**src/design/assert_macros.svh**
```systemverilog
// ---------------------------------------------------------------------------
// assert_macros.svh
// Assertion helpers shared by the RTL. Define ASSERT_OFF to compile them out.
// ---------------------------------------------------------------------------
`ifndef ASSERT_MACROS_SVH
`define ASSERT_MACROS_SVH

`ifndef ASSERT_OFF

// Same-cycle implication, held off while reset is high.
`define ASSERT_IMPLY(label, clk, rst, ante, cons) \
   label: assert property (@(posedge clk) disable iff (rst) (ante) |-> (cons)) \
      else $error("assertion failed: implication");

// Next-cycle implication, held off while reset is high.
`define ASSERT_NEXT(label, clk, rst, ante, cons) \
   label: assert property (@(posedge clk) disable iff (rst) (ante) |=> (cons)) \
      else $error("assertion failed: next-cycle implication");

`else

`define ASSERT_IMPLY(label, clk, rst, ante, cons)
`define ASSERT_NEXT(label, clk, rst, ante, cons)

`endif

`endif

```
**src/design/bdfl_pkg.sv**
```systemverilog
// ---------------------------------------------------------------------------
// bdfl_pkg
// Types and constants shared by the fold level blocks.
// ---------------------------------------------------------------------------
`default_nettype none

package bdfl_pkg;

   // Default sizes of the line counter and of the brace counters.
   localparam int LINE_BITS_DEF  = 16;
   localparam int DEPTH_BITS_DEF = 12;

   // Fold level width and its saturation value.
   localparam int             LEVEL_W   = 12;
   localparam logic [LEVEL_W-1:0] LEVEL_TOP = 12'hFFF;
   localparam logic [LEVEL_W-1:0] LEVEL_BASE_RST = 12'd1024;

   // Result queue sizing.
   localparam int FIFO_DEPTH = 4;
   localparam int FIFO_PTR_W = 2;
   localparam int FIFO_CNT_W = 3;

   // Character codes.
   localparam logic [7:0] CH_LF     = 8'h0A;
   localparam logic [7:0] CH_TAB    = 8'h09;
   localparam logic [7:0] CH_SPACE  = 8'h20;
   localparam logic [7:0] CH_LBRACK = 8'h5B;
   localparam logic [7:0] CH_LBRACE = 8'h7B;
   localparam logic [7:0] CH_RBRACE = 8'h7D;

   // Register map.
   localparam int CSR_ADDR_W = 4;
   typedef enum logic [1:0] {
      CSR_FOLD_MODE      = 2'd0,
      CSR_LEVEL_BASE     = 2'd1,
      CSR_OPERATOR_STYLE = 2'd2,
      CSR_UNUSED         = 2'd3
   } csr_index_type;

   // Folding modes.
   localparam logic MODE_BRACE   = 1'b0;
   localparam logic MODE_SECTION = 1'b1;

   typedef struct packed {
      logic [7:0] char_byte;
      logic [7:0] style_code;
      logic       buffer_end;
   } req_payload_type;

   typedef struct packed {
      logic [15:0]        line_number;
      logic [LEVEL_W-1:0] fold_level;
      logic               header_line;
      logic               blank_line;
      logic               final_record;
   } rsp_payload_type;

   typedef struct packed {
      logic               fold_mode;
      logic [LEVEL_W-1:0] level_base;
      logic [7:0]         operator_style;
   } cfg_type;

   // Records produced by one transaction: count is 0, 1 or 2.
   typedef struct packed {
      logic [1:0]      count;
      rsp_payload_type rec0;
      rsp_payload_type rec1;
   } trk_out_type;

endpackage

`default_nettype wire

```
**src/design/bdfl_line_track.sv**
```systemverilog
// ---------------------------------------------------------------------------
// bdfl_line_track
// Per-line brace and section tracking; forms up to two fold records per byte.
// ---------------------------------------------------------------------------
`default_nettype none

module bdfl_line_track
   import bdfl_pkg::*;
#(
   parameter int LINE_BITS  = LINE_BITS_DEF,
   parameter int DEPTH_BITS = DEPTH_BITS_DEF
) (
   input  wire logic            clock,
   input  wire logic            reset,
   input  wire logic            fire,
   input  wire req_payload_type item,
   input  wire cfg_type         cfg,
   output trk_out_type          trk
);

   localparam int SUM_W  = ((DEPTH_BITS > LEVEL_W) ? DEPTH_BITS : LEVEL_W) + 1;
   localparam int LINE_X = (LINE_BITS > 16) ? LINE_BITS : 16;

   // Tracker state.
   logic [DEPTH_BITS-1:0] depth_ff, depth_in;
   logic [LINE_BITS-1:0]  line_ff, line_in;
   logic [DEPTH_BITS-1:0] opens_ff, opens_in;
   logic [DEPTH_BITS-1:0] closes_ff, closes_in;
   logic                  nonempty_ff, nonempty_in;
   logic                  fvs_ff, fvs_in;
   logic                  fvb_ff, fvb_in;
   logic                  section_ff, section_in;

   // Line state after this byte is absorbed.
   logic [DEPTH_BITS-1:0] a_opens, a_closes;
   logic                  a_nonempty, a_fvs, a_fvb;
   // State after the line is closed.
   logic [DEPTH_BITS:0]   d_sum;
   logic [DEPTH_BITS-1:0] d_sat, d_post;
   logic [LINE_BITS-1:0]  l_post;
   logic                  s_post;
   logic                  is_nl, is_op;

   // Level of base plus a count, saturating at the top level.
   function automatic logic [LEVEL_W-1:0] level_sat(
      input logic [LEVEL_W-1:0]    base,
      input logic [DEPTH_BITS-1:0] net
   );
      logic [SUM_W-1:0] sum;
      sum = SUM_W'(base) + SUM_W'(net);
      return (sum > SUM_W'(LEVEL_TOP)) ? LEVEL_TOP : sum[LEVEL_W-1:0];
   endfunction

   // Fold record of a line from its tracked state.
   function automatic rsp_payload_type build_rec(
      input cfg_type               c,
      input logic [DEPTH_BITS-1:0] depth,
      input logic [DEPTH_BITS-1:0] opens,
      input logic [DEPTH_BITS-1:0] closes,
      input logic                  nonempty,
      input logic                  fvb,
      input logic                  section,
      input logic [LINE_BITS-1:0]  line,
      input logic                  last
   );
      rsp_payload_type       r;
      logic [DEPTH_BITS-1:0] net;
      logic [LINE_X-1:0]     line_x;
      line_x         = LINE_X'(line);
      r.line_number  = line_x[15:0];
      r.final_record = last;
      if (c.fold_mode == MODE_SECTION) begin
         r.header_line = fvb;
         r.fold_level  = fvb ? c.level_base
                             : level_sat(c.level_base, DEPTH_BITS'(section));
         r.blank_line  = !fvb && !nonempty;
      end else begin
         net           = (depth > closes) ? depth - closes : '0;
         r.fold_level  = level_sat(c.level_base, net);
         r.header_line = (opens != '0);
         r.blank_line  = !nonempty && (opens == '0) && (closes == '0);
      end
      return r;
   endfunction

   // Absorb a non-newline byte into the current line.
   always_comb begin
      is_nl      = (item.char_byte == CH_LF);
      is_op      = (item.style_code == cfg.operator_style);
      a_opens    = opens_ff;
      a_closes   = closes_ff;
      a_nonempty = nonempty_ff;
      a_fvs      = fvs_ff;
      a_fvb      = fvb_ff;
      if (!is_nl) begin
         a_nonempty = 1'b1;
         if (!fvs_ff && item.char_byte != CH_SPACE && item.char_byte != CH_TAB) begin
            a_fvs = 1'b1;
            a_fvb = (item.char_byte == CH_LBRACK);
         end
         if (is_op && item.char_byte == CH_LBRACE) begin
            if (opens_ff != '1) begin
               a_opens = opens_ff + 1'b1;
            end
         end else if (is_op && item.char_byte == CH_RBRACE) begin
            if (opens_ff != '0) begin
               a_opens = opens_ff - 1'b1;
            end else if (closes_ff != '1) begin
               a_closes = closes_ff + 1'b1;
            end
         end
      end
   end

   // Carried state once the line is closed.
   always_comb begin
      d_sum  = {1'b0, depth_ff} + {1'b0, a_opens};
      d_sat  = d_sum[DEPTH_BITS] ? '1 : d_sum[DEPTH_BITS-1:0];
      d_post = (d_sat > a_closes) ? d_sat - a_closes : '0;
      l_post = (line_ff == '1) ? line_ff : line_ff + 1'b1;
      s_post = section_ff | a_fvb;
   end

   // Records for this transaction.
   always_comb begin
      trk.rec0 = build_rec(cfg, depth_ff, a_opens, a_closes, a_nonempty, a_fvb,
                           section_ff, line_ff, item.buffer_end & ~is_nl);
      trk.rec1 = build_rec(cfg, d_post, '0, '0, 1'b0, 1'b0, s_post, l_post, 1'b1);
      if (!fire) begin
         trk.count = 2'd0;
      end else if (is_nl) begin
         trk.count = item.buffer_end ? 2'd2 : 2'd1;
      end else begin
         trk.count = item.buffer_end ? 2'd1 : 2'd0;
      end
   end

   // Next state.
   always_comb begin
      depth_in    = depth_ff;
      line_in     = line_ff;
      section_in  = section_ff;
      opens_in    = opens_ff;
      closes_in   = closes_ff;
      nonempty_in = nonempty_ff;
      fvs_in      = fvs_ff;
      fvb_in      = fvb_ff;
      if (fire) begin
         if (item.buffer_end) begin
            depth_in    = '0;
            line_in     = '0;
            section_in  = 1'b0;
            opens_in    = '0;
            closes_in   = '0;
            nonempty_in = 1'b0;
            fvs_in      = 1'b0;
            fvb_in      = 1'b0;
         end else if (is_nl) begin
            depth_in    = d_post;
            line_in     = l_post;
            section_in  = s_post;
            opens_in    = '0;
            closes_in   = '0;
            nonempty_in = 1'b0;
            fvs_in      = 1'b0;
            fvb_in      = 1'b0;
         end else begin
            opens_in    = a_opens;
            closes_in   = a_closes;
            nonempty_in = a_nonempty;
            fvs_in      = a_fvs;
            fvb_in      = a_fvb;
         end
      end
   end

   always_ff @(posedge clock) begin
      if (reset) begin
         depth_ff    <= '0;
         line_ff     <= '0;
         opens_ff    <= '0;
         closes_ff   <= '0;
         nonempty_ff <= 1'b0;
         fvs_ff      <= 1'b0;
         fvb_ff      <= 1'b0;
         section_ff  <= 1'b0;
      end else begin
         depth_ff    <= depth_in;
         line_ff     <= line_in;
         opens_ff    <= opens_in;
         closes_ff   <= closes_in;
         nonempty_ff <= nonempty_in;
         fvs_ff      <= fvs_in;
         fvb_ff      <= fvb_in;
         section_ff  <= section_in;
      end
   end

endmodule

`default_nettype wire

```
**src/design/bdfl_out_fifo.sv**
```systemverilog
// ---------------------------------------------------------------------------
// bdfl_out_fifo
// Small result queue that takes up to two records a cycle and hands out one.
// ---------------------------------------------------------------------------
`default_nettype none

module bdfl_out_fifo
   import bdfl_pkg::*;
(
   input  wire logic                  clock,
   input  wire logic                  reset,
   input  wire trk_out_type           trk,
   input  wire logic                  pop,
   output logic [FIFO_CNT_W-1:0]      count,
   output rsp_payload_type            head
);

   rsp_payload_type       entry_ff [FIFO_DEPTH];
   logic [FIFO_PTR_W-1:0] wr_ptr_ff, wr_ptr_in;
   logic [FIFO_PTR_W-1:0] rd_ptr_ff, rd_ptr_in;
   logic [FIFO_CNT_W-1:0] cnt_ff, cnt_in;
   logic [FIFO_PTR_W-1:0] wr_next;

   // Pointer and fill count updates.
   always_comb begin
      wr_next   = wr_ptr_ff + 1'b1;
      wr_ptr_in = wr_ptr_ff + FIFO_PTR_W'(trk.count);
      rd_ptr_in = rd_ptr_ff + FIFO_PTR_W'(pop);
      cnt_in    = cnt_ff + FIFO_CNT_W'(trk.count) - FIFO_CNT_W'(pop);
   end

   always_ff @(posedge clock) begin
      if (reset) begin
         wr_ptr_ff <= '0;
         rd_ptr_ff <= '0;
         cnt_ff    <= '0;
      end else begin
         wr_ptr_ff <= wr_ptr_in;
         rd_ptr_ff <= rd_ptr_in;
         cnt_ff    <= cnt_in;
      end
   end

   // Storage: the first record lands at the write pointer, the second after it.
   always_ff @(posedge clock) begin
      if (trk.count != 2'd0) begin
         entry_ff[wr_ptr_ff] <= trk.rec0;
      end
      if (trk.count == 2'd2) begin
         entry_ff[wr_next] <= trk.rec1;
      end
   end

   assign count = cnt_ff;
   assign head  = entry_ff[rd_ptr_ff];

endmodule

`default_nettype wire

```
**src/design/brace_depth_fold_levels.sv**
```systemverilog
// ---------------------------------------------------------------------------
// brace_depth_fold_levels
// Fold levels per text line from a stream of lexed bytes.
// ---------------------------------------------------------------------------
// The block takes one text byte per cycle and produces one fold record per
// line. A byte is held in the input register, where the line trackers
// update and form its records, and the records are then written into a
// four-entry result queue, from which rsp offers them in order. The queue
// bounds the rate: a byte is taken from the input register only while the
// queue holds at most two records, so with the result side never stalling
// the block sustains one byte per cycle, including a final newline that
// produces two records. Registers take effect for the next byte; there is
// no initialization pass after reset.
`default_nettype none

`include "assert_macros.svh"

module brace_depth_fold_levels
   import bdfl_pkg::*;
#(
   parameter int LINE_BITS  = LINE_BITS_DEF,
   parameter int DEPTH_BITS = DEPTH_BITS_DEF
) (
   input  wire logic                  clock,
   input  wire logic                  reset,
   input  wire logic                  req_valid,
   output logic                       req_stall,
   input  wire req_payload_type       req_payload,
   output logic                       rsp_valid,
   input  wire logic                  rsp_stall,
   output rsp_payload_type            rsp_payload,
   input  wire logic                  csr_psel,
   input  wire logic                  csr_penable,
   input  wire logic                  csr_pwrite,
   input  wire logic [CSR_ADDR_W-1:0] csr_paddr,
   input  wire logic [31:0]           csr_pwdata,
   output logic [31:0]                csr_prdata,
   output logic                       csr_pready
);

   cfg_type               cfg_ff, cfg_in;
   logic                  in_vld_ff, in_vld_in;
   req_payload_type       in_pay_ff;
   logic                  req_accept, advance, pop;
   logic [FIFO_CNT_W-1:0] fifo_cnt;
   csr_index_type         csr_idx;
   trk_out_type           trk;

   // Register port: always ready, written on the access phase.
   assign csr_pready = 1'b1;
   assign csr_idx    = csr_index_type'(csr_paddr[3:2]);

   always_comb begin
      cfg_in = cfg_ff;
      if (csr_psel && csr_penable && csr_pwrite) begin
         case (csr_idx)
            CSR_FOLD_MODE:      cfg_in.fold_mode      = csr_pwdata[0];
            CSR_LEVEL_BASE:     cfg_in.level_base     = csr_pwdata[LEVEL_W-1:0];
            CSR_OPERATOR_STYLE: cfg_in.operator_style = csr_pwdata[7:0];
            default:            cfg_in = cfg_ff;
         endcase
      end
   end

   always_comb begin
      case (csr_idx)
         CSR_FOLD_MODE:      csr_prdata = {31'd0, cfg_ff.fold_mode};
         CSR_LEVEL_BASE:     csr_prdata = {{(32 - LEVEL_W){1'b0}}, cfg_ff.level_base};
         CSR_OPERATOR_STYLE: csr_prdata = {24'd0, cfg_ff.operator_style};
         default:            csr_prdata = 32'd0;
      endcase
   end

   always_ff @(posedge clock) begin
      if (reset) begin
         cfg_ff.fold_mode      <= MODE_BRACE;
         cfg_ff.level_base     <= LEVEL_BASE_RST;
         cfg_ff.operator_style <= 8'd0;
      end else begin
         cfg_ff <= cfg_in;
      end
   end

   // Input register: a byte moves on once the queue has room for two records.
   assign advance    = in_vld_ff && (fifo_cnt <= FIFO_CNT_W'(FIFO_DEPTH - 2));
   assign req_stall  = in_vld_ff && !advance;
   assign req_accept = req_valid && !req_stall;

   always_comb begin
      if (req_accept) begin
         in_vld_in = 1'b1;
      end else if (advance) begin
         in_vld_in = 1'b0;
      end else begin
         in_vld_in = in_vld_ff;
      end
   end

   always_ff @(posedge clock) begin
      if (reset) begin
         in_vld_ff <= 1'b0;
      end else begin
         in_vld_ff <= in_vld_in;
      end
   end

   always_ff @(posedge clock) begin
      if (req_accept) begin
         in_pay_ff <= req_payload;
      end
   end

   // Line tracking and record forming.
   bdfl_line_track #(
      .LINE_BITS  (LINE_BITS),
      .DEPTH_BITS (DEPTH_BITS)
   ) u_track (
      .clock (clock),
      .reset (reset),
      .fire  (advance),
      .item  (in_pay_ff),
      .cfg   (cfg_ff),
      .trk   (trk)
   );

   // Result queue feeding the rsp channel.
   assign rsp_valid = (fifo_cnt != '0);
   assign pop       = rsp_valid && !rsp_stall;

   bdfl_out_fifo u_fifo (
      .clock (clock),
      .reset (reset),
      .trk   (trk),
      .pop   (pop),
      .count (fifo_cnt),
      .head  (rsp_payload)
   );

   // The queue never overfills.
   `ASSERT_IMPLY(a_fifo_bound, clock, reset, 1'b1, fifo_cnt <= FIFO_CNT_W'(FIFO_DEPTH))
   // Fill count follows pushes and pops exactly.
   `ASSERT_NEXT(a_fifo_count, clock, reset, 1'b1, fifo_cnt == FIFO_CNT_W'($past(fifo_cnt) + FIFO_CNT_W'($past(trk.count)) - FIFO_CNT_W'($past(pop))))
   // A byte that ends the buffer always yields a record.
   `ASSERT_IMPLY(a_end_emits, clock, reset, advance && in_pay_ff.buffer_end, trk.count != 2'd0)
   // Of two records only the second closes the buffer.
   `ASSERT_IMPLY(a_pair_final, clock, reset, trk.count == 2'd2, trk.rec1.final_record && !trk.rec0.final_record)

endmodule

`default_nettype wire

```
**config.mk**
```make
export PLATFORM = sky130hd
export DESIGN_NAME = brace_depth_fold_levels
export DESIGN_NICKNAME = d
export VERILOG_FILES = /design/src/design/bdfl_pkg.sv /design/src/design/bdfl_line_track.sv /design/src/design/bdfl_out_fifo.sv /design/src/design/brace_depth_fold_levels.sv
export VERILOG_INCLUDE_DIRS = /design/src /design/src/design
export SDC_FILE = /design/constraint.sdc
export NUM_CORES = 1
export LEC_CHECK = 0
export BUFFER_PORTS_ARGS = -buffer_cell sky130_fd_sc_hd__buf_2
export CORE_MARGIN = 1
export CORE_UTILIZATION = 55
export DETAILED_ROUTE_END_ITERATION = 8
export PLACE_DENSITY_LB_ADDON = 0.12
export SKIP_LAST_GASP = 1
export SLEW_MARGIN = 10
export SYNTH_ARGS = -nofsm -noshare
export SYNTH_HDL_FRONTEND = slang
export SYNTH_SLANG_ARGS = --single-unit
```
**constraint.sdc**
```tcl
create_clock -name clock -period 7.65 [get_ports clock]
set_input_delay 0.3825 -clock clock [delete_from_list [all_inputs] [get_ports clock]]
set_output_delay 0.3825 -clock clock [all_outputs]
set_load 0.005 [all_outputs]
```
==> key figures <==
Run status
  – Status: complete, no violations

Die
  – Die area: 26630 um^2
  – Die width: 163.2 um
  – # IOs: roughly 130
  – Core box area: 25330 um^2
  – Initial Util: 0.5642
  – FP Rows: 58
  – Die height: 163.2 um

Yosys
  – Post-synthesis sequential area ratio: 0.4070
  – Distinct cells, synth: between 70 and 80
  – Avg Inst Size Synth: ~9.4 um^2
  – Ys flop type: edfxtp_1
  – Post-synth ARST share: 0
  – Yosys warnings: 0
  – Synthesized flop and latch total: roughly 230
  – EDFF count, synth: approximately 130
  – Cell Area, Synth: approximately 14000 um^2
  – Cells after synthesis: between 1500 and 2000

Clock tree
  – Clock Sinks: about 230
  – Num CTS Buffers: 25
  – Root Buffer: clkbuf_16
  – Clk buf depth: 3
  – Worst-path clk slew: 60 ps
  – TritonCTS clock tree: yes
  – H-tree lvl count: 1
  – Clk_lat worst skew: approximately 540 ps

Timing
  – Final setup viols: 0
  – Post-Route Setup TNS: 0 ps
  – Max Freq: between 0.1 and 0.15 GHz
  – Slew Limit Headroom: 0.2487
  – Final hold vios: 0
  – Skew final: 25.98 ps
  – Min Hold Slack: between 10 and 15 ps
  – Final cycle utilization of the critical path: 0.9706
  – RSZ-0062 raised after global routing: true
  – Max Slew Vio Count: 0
  – Post-layout min period: about 7400 ps
  – Worst-margin pin slew: approximately 1100 ps

Global routing
  – Initial antenna violation count: 0
  – First-pass GRT wire length: 60290 um
  – Largest net degree at the start of global routing: 63
  – Global Route Usage Sum: 0.2842
  – Vias in the first global route: between 10000 and 15000
  – GRT overflow: 0

Drt
  – Drt drc: 0
  – Via count: 12450
  – First-pass iteration count of the detailed router: 5
  – Wirelength, routed: roughly 39000 um
  – Via density per instance: roughly 6.1
  – Final ANT Viol Nets: 0
  – First DRT Iteration DRCs: 923
  – WL per Instance: 18.90 um

Power
  – Switch share: 0.2554
  – Switch Pwr: 781.9 uW
  – Internal power: 2279 uW
  – Power share of the clock group: 0.398
  – PwrDens: 175.7 nW/um^2
  – Combinational power share: 0.157
  – Max VDD drop: 185.8 uV
  – Sequential share of power: 0.445
  – Leak pwr: between 0.006 and 0.007 uW

Min path
  – HP Class: input port to register

Worst setup path
  – Worst path slowest cell: edfxtp_1
  – Slowest Stage Delay on Critical Path: ~410 ps
  – Data required, critical path: around 8000 ps
  – Crit start category: register
  – Worst EP arrival: roughly 7800 ps
  – Critical path type: register to register
  – Setup crit end kind: register
  – CP Max Fanout: 7
  – Most Frequent Cell on Critical Path: a21oi_2

Placed design
  – Number of port buffers: 82
  – HPWL Detailed: 26550 um
  – GPL Wtd Cong: 0.8933

Cells and area
  – Syn-to-layout area delta: 21.92%
  – Nets: 1833
  – Fin util: 0.6879
  – Layout cell share with drive strength beyond 1: 0.2510
  – # diodes: 0

Job
  – Max-cap viol count: 0
area by class of cell:
type                            instances  area, um^2
Clock buffer                           30       685.7
Clock inverter                         16       146.4
Fill cell                            1924        7905
Inverter                               24       90.09
Multi-Input combinational cell       1167        8569
Sequential cell                       226        5818
Tap cell                              330       412.9
Timing Repair Buffer                  246        1699
state kept, by name, indices dropped and copies added, names as in the netlist:
signal / count
u_track.line_ff: 16
u_fifo.rd_ptr_ff: 2
u_track.closes_ff: 12
u_track.fvs_ff: 1
u_track.section_ff: 1
u_fifo.entry_ff: 124
u_fifo.wr_ptr_ff: 2
u_fifo.count: 3
u_track.nonempty_ff: 1
in_pay_ff: 17
u_track.fvb_ff: 1
u_track.depth_ff: 12
cfg_ff: 21
in_vld_ff: 1
u_track.opens_ff: 12
synthesized netlist by cell type, types with 4 or more instances:
cell type | number | share of area
mux4_2 | 31 | 0.049
xor2_1 | 34 | 0.021
o31a_1 | 4 | 0.0025
a21oi_1 | 73 | 0.026
o211ai_1 | 5 | 0.0026
fa_1 | 6 | 0.0084
dfxtp_1 | 97 | 0.14
a21boi_0 | 4 | 0.0021
mux2i_1 | 20 | 0.014
nand2b_1 | 18 | 0.0079
inv_1 | 24 | 0.0063
a22oi_1 | 12 | 0.0063
nand2_1 | 166 | 0.044
nand3_1 | 41 | 0.014
a41oi_1 | 4 | 0.0025
edfxtp_1 | 129 | 0.27
o41ai_1 | 4 | 0.0025
nor4_1 | 6 | 0.0026
ha_1 | 77 | 0.067
a31oi_1 | 6 | 0.0026
nor2b_1 | 29 | 0.013
or2_2 | 6 | 0.0026
clkbuf_1 | 89 | 0.023
and2_1 | 10 | 0.0044
nor2_1 | 126 | 0.033
a22o_1 | 29 | 0.018
buf_1 | 5 | 0.0013
nand4_1 | 22 | 0.0096
o21bai_1 | 4 | 0.0021
xnor2_1 | 54 | 0.033
a21o_1 | 22 | 0.012
or3_1 | 9 | 0.0039
o21ai_0 | 115 | 0.040
nor3_1 | 32 | 0.011
o21a_1 | 6 | 0.0032
nor3b_1 | 7 | 0.0037
buf_4 | 21 | 0.011
o22a_1 | 6 | 0.0037
o31ai_1 | 26 | 0.014
o22ai_1 | 67 | 0.029
and3_1 | 17 | 0.0074
worst max-delay path, delay by kind of cell (launching register included):
family                   cells  cell delay (ps)
AND/OR/NAND/NOR             10             1360
XOR/XNOR                     2              350
buffers and inverters        6              870
flip-flops                   1              410
AO/OA/AOI/OAI               22             2880
adder cells (fa/ha/maj)      5             1380
path summary, 6_finish.rpt:
path	endpoint	depth (start not counted)	start	slack, ps
max	u_fifo.entry_ff[0][4]	45	in_pay_ff[4]	220
min	in_pay_ff[14]	1	req_payload[14]	10
max reg2reg	u_fifo.entry_ff[0][4]	45	in_pay_ff[4]	220
min reg2reg	u_fifo.entry_ff[1][0]	1	u_fifo.entry_ff[1][0]	460
stage by stage:
step	cell area [um^2]	worst slack, ps	power [uW]	cells
6_report	17420	224.6	3061	2039
5_1_grt	17420	-219.5	3175	2039
4_1_cts	16870	6.806	3068	2026
3_5_place_dp	15860	-348.4	1862	1974
3_3_place_gp	15860	-89.15	1854	1974
2_1_floorplan	14450	15.16	1703	1533
layout by cell type (no fill, tap or decap), types with 12 or more instances in the layout:
| cell type | netlist | final |
|---|---|---|
| nand2_1 | 166 | 158 |
| buf_4 | 21 | 157 |
| edfxtp_1 | 129 | 129 |
| nor2_1 | 126 | 123 |
| o21ai_0 | 115 | 101 |
| dfxtp_1 | 97 | 95 |
| buf_2 | 1 | 82 |
| ha_1 | 77 | 73 |
| a21oi_1 | 73 | 63 |
| xnor2_1 | 54 | 47 |
| nand3_1 | 41 | 39 |
| o22ai_1 | 67 | 35 |
| xor2_1 | 34 | 34 |
| nor3_1 | 32 | 31 |
| mux4_2 | 31 | 31 |
| a22o_1 | 29 | 29 |
| clkbuf_16 | 0 | 27 |
| o22ai_2 | 0 | 25 |
| nor2b_1 | 29 | 24 |
| o31ai_1 | 26 | 24 |
| inv_1 | 24 | 23 |
| a21o_1 | 22 | 22 |
| nand4_1 | 22 | 22 |
| conb_1 | 2 | 21 |
| mux2i_1 | 20 | 20 |
| nand2b_1 | 18 | 18 |
| and3_1 | 17 | 17 |
| a22oi_1 | 12 | 12 |
power by group through the flow:
stage / combinational, uW / clock (uW) / sequential (uW)
3_5_place_dp: 476 / 0 / 1390
5_1_grt: 534 / 1270 / 1370
6_report: 481 / 1220 / 1360
2_1_floorplan: 325 / 0 / 1380
3_3_place_gp: 470 / 0 / 1380
4_1_cts: 481 / 1230 / 1360
layer usage:
metal	GRT usage	vias up	wire, um
met5	0	-	0
met4	0.08539	0	908
met3	0.02971	71	2656
met2	0.4838	516	18480
met1	0.3802	5907	16500
li1	-	5953	-
logic make-up after synthesis:
group | synth area share
AND/OR/NAND/NOR | 0.1720
AO/OA/AOI/OAI | 0.1828
flip-flops | 0.4070
buffers and inverters | 0.04238
XOR/XNOR | 0.05507
adder cells (fa/ha/maj) | 0.07583
multiplexers | 0.06444
other | 0.0005255
timing repair:
item                       CTS  global route
resized for setup           28            86
setup buffers                6            12
hold buffers                 0             0
cloned                       0             1
pin swaps                   10            54
setup endpoints to repair   48            48
No activity file was read; power rests on OpenSTA's default activity.
